**src/hw/rtl/assert_macros.svh**
```systemverilog
// Assertion macros used by the top level of the witness check unit.
`ifndef ASSERT_MACROS_SVH
`define ASSERT_MACROS_SVH

// The consequent must hold in the same cycle as the antecedent.
`define MRW_ASSERT_SAME(lbl, clk, rst, ante, cons, msg) \
  lbl: assert property (@(posedge clk) disable iff (rst) (ante) |-> (cons)) else $error(msg);

// The consequent must hold in the cycle after the antecedent.
`define MRW_ASSERT_NEXT(lbl, clk, rst, ante, cons, msg) \
  lbl: assert property (@(posedge clk) disable iff (rst) (ante) |=> (cons)) else $error(msg);

`endif

```
**src/hw/rtl/mrw_pkg.sv**
```systemverilog
// Shared constants and types of the Miller-Rabin witness check unit.
package mrw_pkg;

  // Default width of the modulus and the base.
  localparam int MOD_BITS_DEFAULT = 31;

  // Sequencer states of the top level.
  typedef enum logic [3:0] {
    ST_IDLE,
    ST_GCD,
    ST_SPLIT,
    ST_REDUCE,
    ST_POW_STEP,
    ST_POW_MUL,
    ST_POW_SQR,
    ST_CHAIN_STEP,
    ST_CHAIN_SQR,
    ST_FINISH
  } state_t;

endpackage

```
**src/hw/rtl/mrw_modmul.sv**
```systemverilog
// Shift-and-add modular multiplier, one bit of the second operand per cycle.
module mrw_modmul import mrw_pkg::*; #(
  parameter int MOD_BITS = MOD_BITS_DEFAULT
) (
  input  logic                clk,
  input  logic                rst,
  input  logic                start,
  input  logic [MOD_BITS-1:0] a,
  input  logic [MOD_BITS-1:0] b,
  input  logic [MOD_BITS-1:0] m,
  output logic                busy,
  output logic                done,
  output logic [MOD_BITS-1:0] prod
);

  localparam int CNT_W = $clog2(MOD_BITS);
  localparam int SUM_W = MOD_BITS + 2;

  logic [MOD_BITS-1:0] acc;
  logic [MOD_BITS-1:0] opa;
  logic [MOD_BITS-1:0] opb;
  logic [MOD_BITS-1:0] modv;
  logic [CNT_W-1:0]    cnt;

  logic [SUM_W-1:0]    sum;
  logic [SUM_W-1:0]    mod1;
  logic [SUM_W-1:0]    mod2;
  logic [SUM_W-1:0]    red;

  // Double the accumulator, add the operand when the current bit is set, then
  // bring the sum, which stays below three times the modulus, back into range.
  always_comb begin
    sum  = {1'b0, acc, 1'b0} + (opb[MOD_BITS-1] ? {2'b00, opa} : {SUM_W{1'b0}});
    mod1 = {2'b00, modv};
    mod2 = {1'b0, modv, 1'b0};
    priority if (sum >= mod2) begin
      red = sum - mod2;
    end else if (sum >= mod1) begin
      red = sum - mod1;
    end else begin
      red = sum;
    end
  end

  // Control: bit counter, busy flag and the done pulse.
  always_ff @(posedge clk) begin
    if (rst) begin
      busy <= 1'b0;
      done <= 1'b0;
      cnt  <= '0;
    end else begin
      done <= 1'b0;
      if (start) begin
        busy <= 1'b1;
        cnt  <= CNT_W'(MOD_BITS - 1);
      end else if (busy) begin
        if (cnt == '0) begin
          busy <= 1'b0;
          done <= 1'b1;
        end else begin
          cnt <= cnt - CNT_W'(1);
        end
      end
    end
  end

  // Operands and accumulator.
  always_ff @(posedge clk) begin
    if (start) begin
      acc  <= '0;
      opa  <= a;
      opb  <= b;
      modv <= m;
    end else if (busy) begin
      acc <= red[MOD_BITS-1:0];
      opb <= {opb[MOD_BITS-2:0], 1'b0};
    end
  end

  assign prod = acc;

endmodule

```
**src/hw/rtl/mrw_gcd.sv**
```systemverilog
// Binary gcd unit that tells whether two numbers are coprime.
module mrw_gcd import mrw_pkg::*; #(
  parameter int MOD_BITS = MOD_BITS_DEFAULT
) (
  input  logic                clk,
  input  logic                rst,
  input  logic                start,
  input  logic [MOD_BITS-1:0] a,
  input  logic [MOD_BITS-1:0] b,
  output logic                done,
  output logic                coprime
);

  logic [MOD_BITS-1:0] ga;
  logic [MOD_BITS-1:0] gb;
  logic                busy;

  logic [MOD_BITS:0]   diff;
  logic                fin;
  logic                fin_coprime;

  // A zero second operand or a common factor of two ends the search early.
  // Otherwise halve even values and subtract the smaller odd value.
  always_comb begin
    diff        = {1'b0, ga} - {1'b0, gb};
    fin         = 1'b0;
    fin_coprime = 1'b0;
    priority if (gb == '0) begin
      fin         = 1'b1;
      fin_coprime = (ga == MOD_BITS'(1));
    end else if (!ga[0] && !gb[0]) begin
      fin = 1'b1;
    end else if (ga[0] && gb[0] && (ga == gb)) begin
      fin         = 1'b1;
      fin_coprime = (ga == MOD_BITS'(1));
    end
  end

  // Control: busy flag and the done pulse.
  always_ff @(posedge clk) begin
    if (rst) begin
      busy <= 1'b0;
      done <= 1'b0;
    end else begin
      done <= 1'b0;
      if (start) begin
        busy <= 1'b1;
      end else if (busy && fin) begin
        busy <= 1'b0;
        done <= 1'b1;
      end
    end
  end

  // Working values and the verdict.
  always_ff @(posedge clk) begin
    if (start) begin
      ga <= a;
      gb <= b;
    end else if (busy) begin
      priority if (fin) begin
        coprime <= fin_coprime;
      end else if (!ga[0]) begin
        ga <= {1'b0, ga[MOD_BITS-1:1]};
      end else if (!gb[0]) begin
        gb <= {1'b0, gb[MOD_BITS-1:1]};
      end else if (!diff[MOD_BITS]) begin
        ga <= diff[MOD_BITS-1:0];
      end else begin
        gb <= gb - ga;
      end
    end
  end

endmodule

```
**src/hw/rtl/miller_rabin_witness_check_unit.sv**
```systemverilog
// Top level of the Miller-Rabin witness check: sequencer around a shared multiplier.
//
// The request channel carries one transaction of a candidate modulus and a
// witness base; the response channel returns one transaction with the flag
// composite (1: the base proves the modulus composite, 0: probable prime).
// Both channels use valid and stall; a transaction moves when valid is high
// and stall is low.
// The unit works on one request at a time and holds req_stall high once the
// sequencer has left idle, until the verdict has been handed to the response
// register. The time per request is set mostly by the shared modular
// multiplier; a request needs at most about 2 * MOD_BITS products, plus a
// binary gcd and the split of the powers of two from N-1. A modulus below
// two is answered without any arithmetic.
// The response register lets a new request start while the previous verdict
// still waits; if the receiver stalls, the next verdict waits in the
// sequencer until the response register is free.
// A synchronous reset empties the response register and returns to idle.
`include "assert_macros.svh"

module miller_rabin_witness_check_unit import mrw_pkg::*; #(
  parameter int MOD_BITS = MOD_BITS_DEFAULT
) (
  input  logic                clk,
  input  logic                rst,
  input  logic                req_valid,
  output logic                req_stall,
  input  logic [MOD_BITS-1:0] modulus,
  input  logic [MOD_BITS-1:0] base,
  output logic                rsp_valid,
  input  logic                rsp_stall,
  output logic                composite
);

  localparam int W_W = $clog2(MOD_BITS);

  state_t              state, state_next;
  logic [MOD_BITS-1:0] n, n_next;
  logic [MOD_BITS-1:0] y, y_next;
  logic [MOD_BITS-1:0] z, z_next;
  logic [W_W-1:0]      w, w_next;
  logic [MOD_BITS-1:0] x, x_next;
  logic [MOD_BITS-1:0] pbase, pbase_next;
  logic                verdict, verdict_next;
  logic                rsp_valid_next;
  logic                composite_next;
  logic                rsp_load;

  logic                mul_start;
  logic [MOD_BITS-1:0] mul_a;
  logic [MOD_BITS-1:0] mul_b;
  logic                mul_busy;
  logic                mul_done;
  logic [MOD_BITS-1:0] mul_prod;

  logic                gcd_start;
  logic                gcd_done;
  logic                gcd_coprime;

  // Shared modular multiplier; the modulus register is its modulus.
  mrw_modmul #(
    .MOD_BITS(MOD_BITS)
  ) u_modmul (
    .clk  (clk),
    .rst  (rst),
    .start(mul_start),
    .a    (mul_a),
    .b    (mul_b),
    .m    (n),
    .busy (mul_busy),
    .done (mul_done),
    .prod (mul_prod)
  );

  // Coprimality check, fed straight from the request ports.
  mrw_gcd #(
    .MOD_BITS(MOD_BITS)
  ) u_gcd (
    .clk    (clk),
    .rst    (rst),
    .start  (gcd_start),
    .a      (modulus),
    .b      (base),
    .done   (gcd_done),
    .coprime(gcd_coprime)
  );

  assign req_stall = (state != ST_IDLE);

  // Sequencer: next state, working values and multiplier requests.
  always_comb begin
    state_next   = state;
    n_next       = n;
    y_next       = y;
    z_next       = z;
    w_next       = w;
    x_next       = x;
    pbase_next   = pbase;
    verdict_next = verdict;
    mul_start    = 1'b0;
    mul_a        = '0;
    mul_b        = '0;
    gcd_start    = 1'b0;
    rsp_load     = 1'b0;
    unique case (state)
      ST_IDLE: begin
        if (req_valid) begin
          n_next = modulus;
          y_next = base;
          if (modulus < MOD_BITS'(2)) begin
            verdict_next = 1'b1;
            state_next   = ST_FINISH;
          end else begin
            gcd_start  = 1'b1;
            state_next = ST_GCD;
          end
        end
      end
      ST_GCD: begin
        if (gcd_done) begin
          if (!gcd_coprime) begin
            verdict_next = 1'b1;
            state_next   = ST_FINISH;
          end else begin
            z_next     = n - MOD_BITS'(1);
            w_next     = '0;
            state_next = ST_SPLIT;
          end
        end
      end
      ST_SPLIT: begin
        // Strip factors of two from N-1, then reduce the base modulo N.
        if (!z[0]) begin
          z_next = {1'b0, z[MOD_BITS-1:1]};
          w_next = w + W_W'(1);
        end else begin
          mul_start  = 1'b1;
          mul_a      = MOD_BITS'(1);
          mul_b      = y;
          state_next = ST_REDUCE;
        end
      end
      ST_REDUCE: begin
        if (mul_done) begin
          pbase_next = mul_prod;
          x_next     = MOD_BITS'(1);
          state_next = ST_POW_STEP;
        end
      end
      ST_POW_STEP: begin
        // Square and multiply, low exponent bit first.
        if (z == '0) begin
          if (x == MOD_BITS'(1)) begin
            verdict_next = 1'b0;
            state_next   = ST_FINISH;
          end else begin
            state_next = ST_CHAIN_STEP;
          end
        end else if (z[0]) begin
          mul_start  = 1'b1;
          mul_a      = x;
          mul_b      = pbase;
          state_next = ST_POW_MUL;
        end else begin
          mul_start  = 1'b1;
          mul_a      = pbase;
          mul_b      = pbase;
          state_next = ST_POW_SQR;
        end
      end
      ST_POW_MUL: begin
        if (mul_done) begin
          x_next     = mul_prod;
          z_next     = {z[MOD_BITS-1:1], 1'b0};
          state_next = ST_POW_STEP;
        end
      end
      ST_POW_SQR: begin
        if (mul_done) begin
          pbase_next = mul_prod;
          z_next     = {1'b0, z[MOD_BITS-1:1]};
          state_next = ST_POW_STEP;
        end
      end
      ST_CHAIN_STEP: begin
        // Look for N-1 among x and its successive squares, w values in all.
        if (w == '0) begin
          verdict_next = 1'b1;
          state_next   = ST_FINISH;
        end else if (x == n - MOD_BITS'(1)) begin
          verdict_next = 1'b0;
          state_next   = ST_FINISH;
        end else if (w == W_W'(1)) begin
          verdict_next = 1'b1;
          state_next   = ST_FINISH;
        end else begin
          mul_start  = 1'b1;
          mul_a      = x;
          mul_b      = x;
          w_next     = w - W_W'(1);
          state_next = ST_CHAIN_SQR;
        end
      end
      ST_CHAIN_SQR: begin
        if (mul_done) begin
          x_next     = mul_prod;
          state_next = ST_CHAIN_STEP;
        end
      end
      ST_FINISH: begin
        if (!rsp_valid || !rsp_stall) begin
          rsp_load   = 1'b1;
          state_next = ST_IDLE;
        end
      end
      default: begin
        state_next = ST_IDLE;
      end
    endcase
  end

  // Response register: loaded from the verdict, emptied when taken.
  always_comb begin
    composite_next = rsp_load ? verdict : composite;
    priority if (rsp_load) begin
      rsp_valid_next = 1'b1;
    end else if (!rsp_stall) begin
      rsp_valid_next = 1'b0;
    end else begin
      rsp_valid_next = rsp_valid;
    end
  end

  // Control registers.
  always_ff @(posedge clk) begin
    if (rst) begin
      state     <= ST_IDLE;
      rsp_valid <= 1'b0;
    end else begin
      state     <= state_next;
      rsp_valid <= rsp_valid_next;
    end
  end

  // Working values and response payload.
  always_ff @(posedge clk) begin
    n         <= n_next;
    y         <= y_next;
    z         <= z_next;
    w         <= w_next;
    x         <= x_next;
    pbase     <= pbase_next;
    verdict   <= verdict_next;
    composite <= composite_next;
  end

  // The shared multiplier is never restarted while it is still working.
  `MRW_ASSERT_SAME(a_mul_no_restart, clk, rst, mul_start, !mul_busy, "multiplier restarted")

  // A product only arrives in a state that waits for one.
  `MRW_ASSERT_SAME(a_mul_done_state, clk, rst, mul_done, (state == ST_REDUCE || state == ST_POW_MUL || state == ST_POW_SQR || state == ST_CHAIN_SQR), "stray product")

  // The gcd result only arrives while the sequencer waits for it.
  `MRW_ASSERT_SAME(a_gcd_done_state, clk, rst, gcd_done, state == ST_GCD, "stray gcd result")

  // A modulus below two is reported composite without any arithmetic.
  `MRW_ASSERT_NEXT(a_small_modulus, clk, rst, req_valid && !req_stall && (modulus < MOD_BITS'(2)), state == ST_FINISH && verdict, "small modulus not composite")

endmodule
```
**config.mk**
```make
export PLATFORM = sky130hd
export DESIGN_NAME = miller_rabin_witness_check_unit
export DESIGN_NICKNAME = d
export VERILOG_FILES = /design/src/hw/rtl/mrw_pkg.sv /design/src/hw/rtl/mrw_modmul.sv /design/src/hw/rtl/mrw_gcd.sv /design/src/hw/rtl/miller_rabin_witness_check_unit.sv
export VERILOG_INCLUDE_DIRS = /design/src /design/src/hw/rtl
export SDC_FILE = /design/constraint.sdc
export NUM_CORES = 1
export LEC_CHECK = 0
export BUFFER_PORTS_ARGS = -buffer_cell sky130_fd_sc_hd__buf_2
export CORE_MARGIN = 2
export CORE_UTILIZATION = 30
export DETAILED_ROUTE_END_ITERATION = 8
export GPL_TIMING_DRIVEN = 1
export SLEW_MARGIN = 20
export SYNTH_ARGS = -nofsm -noshare
export SYNTH_HDL_FRONTEND = slang
export SYNTH_HIERARCHICAL = 1
export SYNTH_SLANG_ARGS = --single-unit
```
**constraint.sdc**
```tcl
create_clock -name clk -period 12.71 [get_ports clk]
set_input_delay 0.6355 -clock clk [delete_from_list [all_inputs] [get_ports clk]]
set_output_delay 0.6355 -clock clk [all_outputs]
set_load 0.005 [all_outputs]
```
Yosys cells after proc, flatten, opt, wreduce, memory -nomap -nowiden

Cells that the tools add are included.

Input port bits: 66
Logic and storage cells: 224
Register bits: 363
Output and inout bits: 3

Bitwise operators: 4
Reduce and logical (&&, ||, !) cells: 45
Add/sub/neg operators: 9
Equal/unequal tests: 40
Magnitude comparators: 3
Mux-type cells: 97

Operators with widths:

| cell                    | count |
|---|---|
| $mux W31                | 30 |
| $pmux W31 S3            | 2 |
| $pmux W31 S4            | 1 |
| $sub A31 B31 Y31        | 3 |
| $eq A31 B1 Y1 const B   | 2 |
| $eq A31 B31 Y1          | 2 |
| $logic_not A31 Y1       | 2 |
| $pmux W31 S2            | 1 |
| $mux W5                 | 9 |
| $mux W4                 | 10 |
| $mux W1                 | 39 |
| $add A32 B31 Y33        | 1 |
| $ge A33 B31 Y1          | 1 |
| $ge A33 B32 Y1          | 1 |
| $pmux W4 S8             | 1 |
| $sub A31 B31 Y32        | 1 |
| $lt A31 B2 Y1 const B   | 1 |
| $sub A31 B1 Y31 const B | 1 |
| $ne A2 B2 Y1 const B    | 13 |
| $ne A2 B1 Y1 const B    | 9 |
| $eq A4 B3 Y1 const B    | 4 |
| $pmux W5 S3             | 1 |
| $reduce_and A6 Y1       | 2 |
| $reduce_bool A4 Y1      | 3 |
| other kinds (27)        | 58 |

Depth between registers and ports, before layout

Word-level depth: 8
Gate-level depth with buffers: 25
Depth with buffers taken out: 22

By module

Netlist, hierarchy kept.

Modules (own cells, without submodules):

| module                          | cells each | sequential area each (sq um) | area each (sq um) | instances |
|---|---|---|---|---|
| mrw_modmul                      | 1049       | 3553.4                       | 9960.8            | 1 |
| miller_rabin_witness_check_unit | 780        | 4964.8                       | 9048.7            | 1 |
| mrw_gcd                         | 823        | 1931.9                       | 7153.1            | 1 |

Worst setup path after synthesis

Ideal clock, no wire load.

Path kind: register -> register
Start: reg n[8]
End: reg u_modmul.opb[0] (enable)
Path buffers: 5
Arrival time: 5549 ps
Data required time: 12324 ps
Setup time: 386 ps
Clock period less this slack: 5934 ps
Slack: 6776 ps
Cell stages (with the launch flop): 16
Path through: edfxtp_1 buf_2 or4_1 buf_2 or3_1 buf_2 or4_1 a31oi_1 o21ai_0 nor4b_1 a21oi_2 or3_1 clkbuf_1 nor2_1 clkbuf_1 inv_1

Cells in the longest elaborated chain, start to end: 6

RTL lines:

| what                         | RTL line                               | RTL |
|---|---|---|
| start: declaration           | miller_rabin_witness_check_unit.sv:37  | `logic [MOD_BITS-1:0] n, n_next;` |
| start signal: assignment     | miller_rabin_witness_check_unit.sv:246 | `n <= n_next;` |
| $sub A31 B1 Y31              | miller_rabin_witness_check_unit.sv:189 | `end else if (x == n - MOD_BITS'(1)) begin` |
| $eq A31 B31 Y1               | miller_rabin_witness_check_unit.sv:189 |  |
| $mux W1                      | miller_rabin_witness_check_unit.sv:189 |  |
| $mux W1                      | miller_rabin_witness_check_unit.sv:186 | `if (w == '0) begin` |
| $pmux W1 S3                  | miller_rabin_witness_check_unit.sv:104 | `unique case (state)` |
| net mul_start                | miller_rabin_witness_check_unit.sv:48  | `logic mul_start;` |
| $reduce_bool A2 Y1 (no line) | --                                     |  |
| end signal: assignment       | mrw_modmul.sv:76                       | `opb <= {opb[MOD_BITS-2:0], 1'b0};` |
| end: declaration             | mrw_modmul.sv:21                       | `logic [MOD_BITS-1:0] opb;` |

The timed path passes the listed nets, and every way through them passes these cells.
A chain may end at the register's enable or synchronous reset.

Worst setup path in the final report

Start: reg u_modmul.opb[30]
End: reg u_modmul.acc[2] (netlist: u_modmul/prod[2])

Cells in the longest elaborated chain, start to end: 5
Elaborated cells on any way between the ends: 8
Those cells by class: add/sub (3); order compare (2); mux (3)

RTL lines:

| what                                                      | RTL line                           | RTL |
|---|---|---|
| $mux W31 *                                                | mrw_modmul.sv:33                   | `sum = {1'b0, acc, 1'b0} + (opb[MOD_BITS-1] ? {2'b00, opa} : {SUM_W{1'b0}});` |
| $add A32 B31 Y33 *                                        | mrw_modmul.sv:33                   |  |
| $sub A31 B31 Y31 / $ge A33 B31 Y1 (equally long branches) | mrw_modmul.sv:39, mrw_modmul.sv:38 |  |
| $mux W31                                                  | mrw_modmul.sv:38                   | `end else if (sum >= mod1) begin` |
| $mux W31 *                                                | mrw_modmul.sv:36                   | `priority if (sum >= mod2) begin` |
| end signal: assignment                                    | mrw_modmul.sv:75                   | `acc <= red[MOD_BITS-1:0];` |
| end: declaration                                          | mrw_modmul.sv:19                   | `logic [MOD_BITS-1:0] acc;` |

Every way passes the cells marked *; elsewhere a longest branch is shown, timed or not.

==> parameters.txt <==
Parameter                              Value

Outcome
  Status    finished clean

Drt
  Via density    5.48
  Remaining antenna violation count    0
  Wirelength per Cell    21.8 um
  Vias post-DR    21035
  Pre-antenna DRT Iters    6
  DRT Wirelength    83.6 mm
  DRT iter0 DRCs    2039
  Number of remaining DRC errors    0

Placement
  Routability congestion estimate from global placement    0.893
  Detailed-placement wirelength estimate    64.2 mm
  Port Buffers    68

Final layout
  Fraction of layout cells with a size suffix above 1    11.1%
  Most frequent cells in the layout    edfxtp_1, a21oi_1, nand2_1, inv_1, ha_1
  Most common cell after layout, fill and taps aside    edfxtp_1
  Total number of nets in the final design    2886
  Diodes inserted    0
  Growth of design area from synthesis to finish    10.3%

Critical path
  Required time of the critical path    13140 ps
  Arr. time, crit path    6720 ps
  Ordered cell list for the critical path    buf_4 -> and2_1 -> ha_1 -> fa_1 -> a211oi_2 -> o211ai_1 -> nor3b_2 -> a311o_1 -> a31o_2 -> a2111oi_0 -> nor3_1 -> ha_1 -> nand2_1 -> nor2_1 -> and3_1 -> and3_1 -> nand4_1 -> nand2_1 -> a221oi_4 -> buf_4 -> and2_1 -> a22o_1 -> nor3_2
  Crit Path Category    flop to flop
  Critical Path Stages    23
  Worst Setup End Kind    flop
  Maximum fanout encountered on the critical timing path    31
  Count of buffer and inverter cells on the critical path    2
  Cell family contributing the most delay on the critical path    simple AND/OR/NAND/NOR gates
  Slowest stage cell on the critical path    and2_1
  Highest cell delay on the worst timing path    770 ps
  Critical path startpoint category    flop
  R2r worst-path depth    23

Flow run
  Max-Cap Viols    0

CTS
  Total of cells resized after clock tree synthesis    0
  Clock latency on the worst-skew pair    580 ps
  Setup fix buffers added after clock tree synthesis    0
  Clock root buffer    clkbuf_16
  Buffer depth of the longest clock path    3
  CTS clock-pin slew for the worst setup and hold paths    60 ps
  CTS tree    built
  TritonCTS Buffers    42
  Number of sinks driven by the clock tree    363
  Depth of the CTS H-tree    2
  Post-cts hold buffer count    0

Timing
  Max-slew violation count    0
  Final-report hold violation count    0
  Tmin final    6290 ps
  Final setup TNS    0 ps
  Maximum clock frequency    159 MHz
  Worst max-slew margin expressed relative to the limit    29.8%
  Unrepaired setup endpoints after global routing    no
  Worst Clk Skew    28.3 ps
  Total of endpoints with negative setup slack in the final report    0
  Worst-Margin Slew    1040 ps
  Tcrit/Tclk final    49.5%

Synthesis
  Most instantiated flip-flop cell in the synthesis netlist    edfxtp_1
  Area of the mapped netlist    26200 um2
  Synthesized net count    2883
  Syn_area_per_cell    9.87 um2
  Sequential fraction of the synthesis area    39.9%
  Number of distinct standard cells referenced by the synthesized netlist    115
  Number of synthesized register bits    363
  Post-synth EDFFs    318
  Synthesized instance count    2652
  Yosys warning count    6
  Proportion of register bits with asynchronous set or reset after synthesis    0%

Floorplan
  Standard-cell rows    108
  Width of the die    299 um
  Die Outline Area    89600 um2
  Core Box Area    86600 um2
  Initial cell density of the core    30.2%
  Floorplan die height    299 um
  IO Count    69

Global route
  Global router's overall resource usage    18.1%
  Largest net degree at the start of global routing    72
  Antenna violations before repair    3
  Final global-route overflow total    0
  Number of global-route vias before repair    19853
  Global-route wire length before repair    125 mm

Hold path
  Kind of path behind the tightest hold check    input port to flop
  Hold depth    1
-- Yosys cell counts (39+ instances only) --
library cell	n	area (um2)
clkbuf_1	74	278
nand4_1	39	244
nor3_1	64	320
and2_1	68	425
edfxtp_1	318	9550
dfxtp_1	45	901
inv_1	173	649
nor2_1	125	469
xnor2_1	128	1120
o21ai_0	123	616
xor2_1	63	552
nor4_1	51	319
a21o_1	78	586
nand2_1	182	683
mux2i_1	55	551
a21oi_1	210	1050
ha_1	160	2000
-- worst paths after layout --
check | startpoint | end | slack (ps)
worst max register to register | u_modmul/opb[30] | u_modmul/prod[2] | 6420
worst min-delay path | base[20] | y[20] | 250
worst max-delay path | u_modmul/opb[30] | u_modmul/prod[2] | 6420
worst min register to register | u_modmul/cnt[4] | u_modmul/done | 460
-- routing by layer --
metal	GRT usage (%)	share of wire [%]	routed length (um)
met2	28.1	44	36900
met3	2.87	6.5	5430
met1	26.0	46	38800
met5	0	0	0
met4	5.40	3.0	2470
-- worst reg2reg max path: cells and delay by family (launching register included) --
| kind | cells | cell delay [ps] |
|---|---|---|
| compound gates | 7 | 2040 |
| fa+ha+maj | 3 | 1110 |
| buf+inv | 2 | 530 |
| flops | 1 | 350 |
| simple gates | 11 | 2120 |
-- final cells by class --
| cell class | count | area, um2 |
|---|---|---|
| clock buffers | 48 | 1070 |
| clock inverters | 27 | 236 |
| fillers | 8882 | 57800 |
| inverters | 177 | 664 |
| multi-input cells | 1979 | 14500 |
| flip-flops and latches | 363 | 10500 |
| well taps | 1155 | 1450 |
| repair buffers | 92 | 520 |
-- through the flow --
stage	instances	cell area, um2	util, %	hold slack [ps]	worst slack (ps)
after floorplan	2652	26200	-	400	6780
after global placement	3766	27500	31.8	449	6510
after global routing	3841	28800	33.3	243	6040
after CTS	3841	28800	33.3	220	6430
after detailed placement	3766	27500	31.8	448	6460
final	3841	28800	33.3	248	6420
-- logic make-up after synthesis --
logic type	after synthesis	synth area share (%)
muxes	88	3.54
DFF	363	39.9
buffers and inverters	310	5.04
AOI/OAI and AO/OA	836	22.8
adders and majority gates	165	8.03
and+or+nand+nor	694	13.8
xor gates and xnor gates	196	6.83
Power is not shown: default switching activity piles up to over one toggle a cycle in this logic, so the estimate is an artifact.
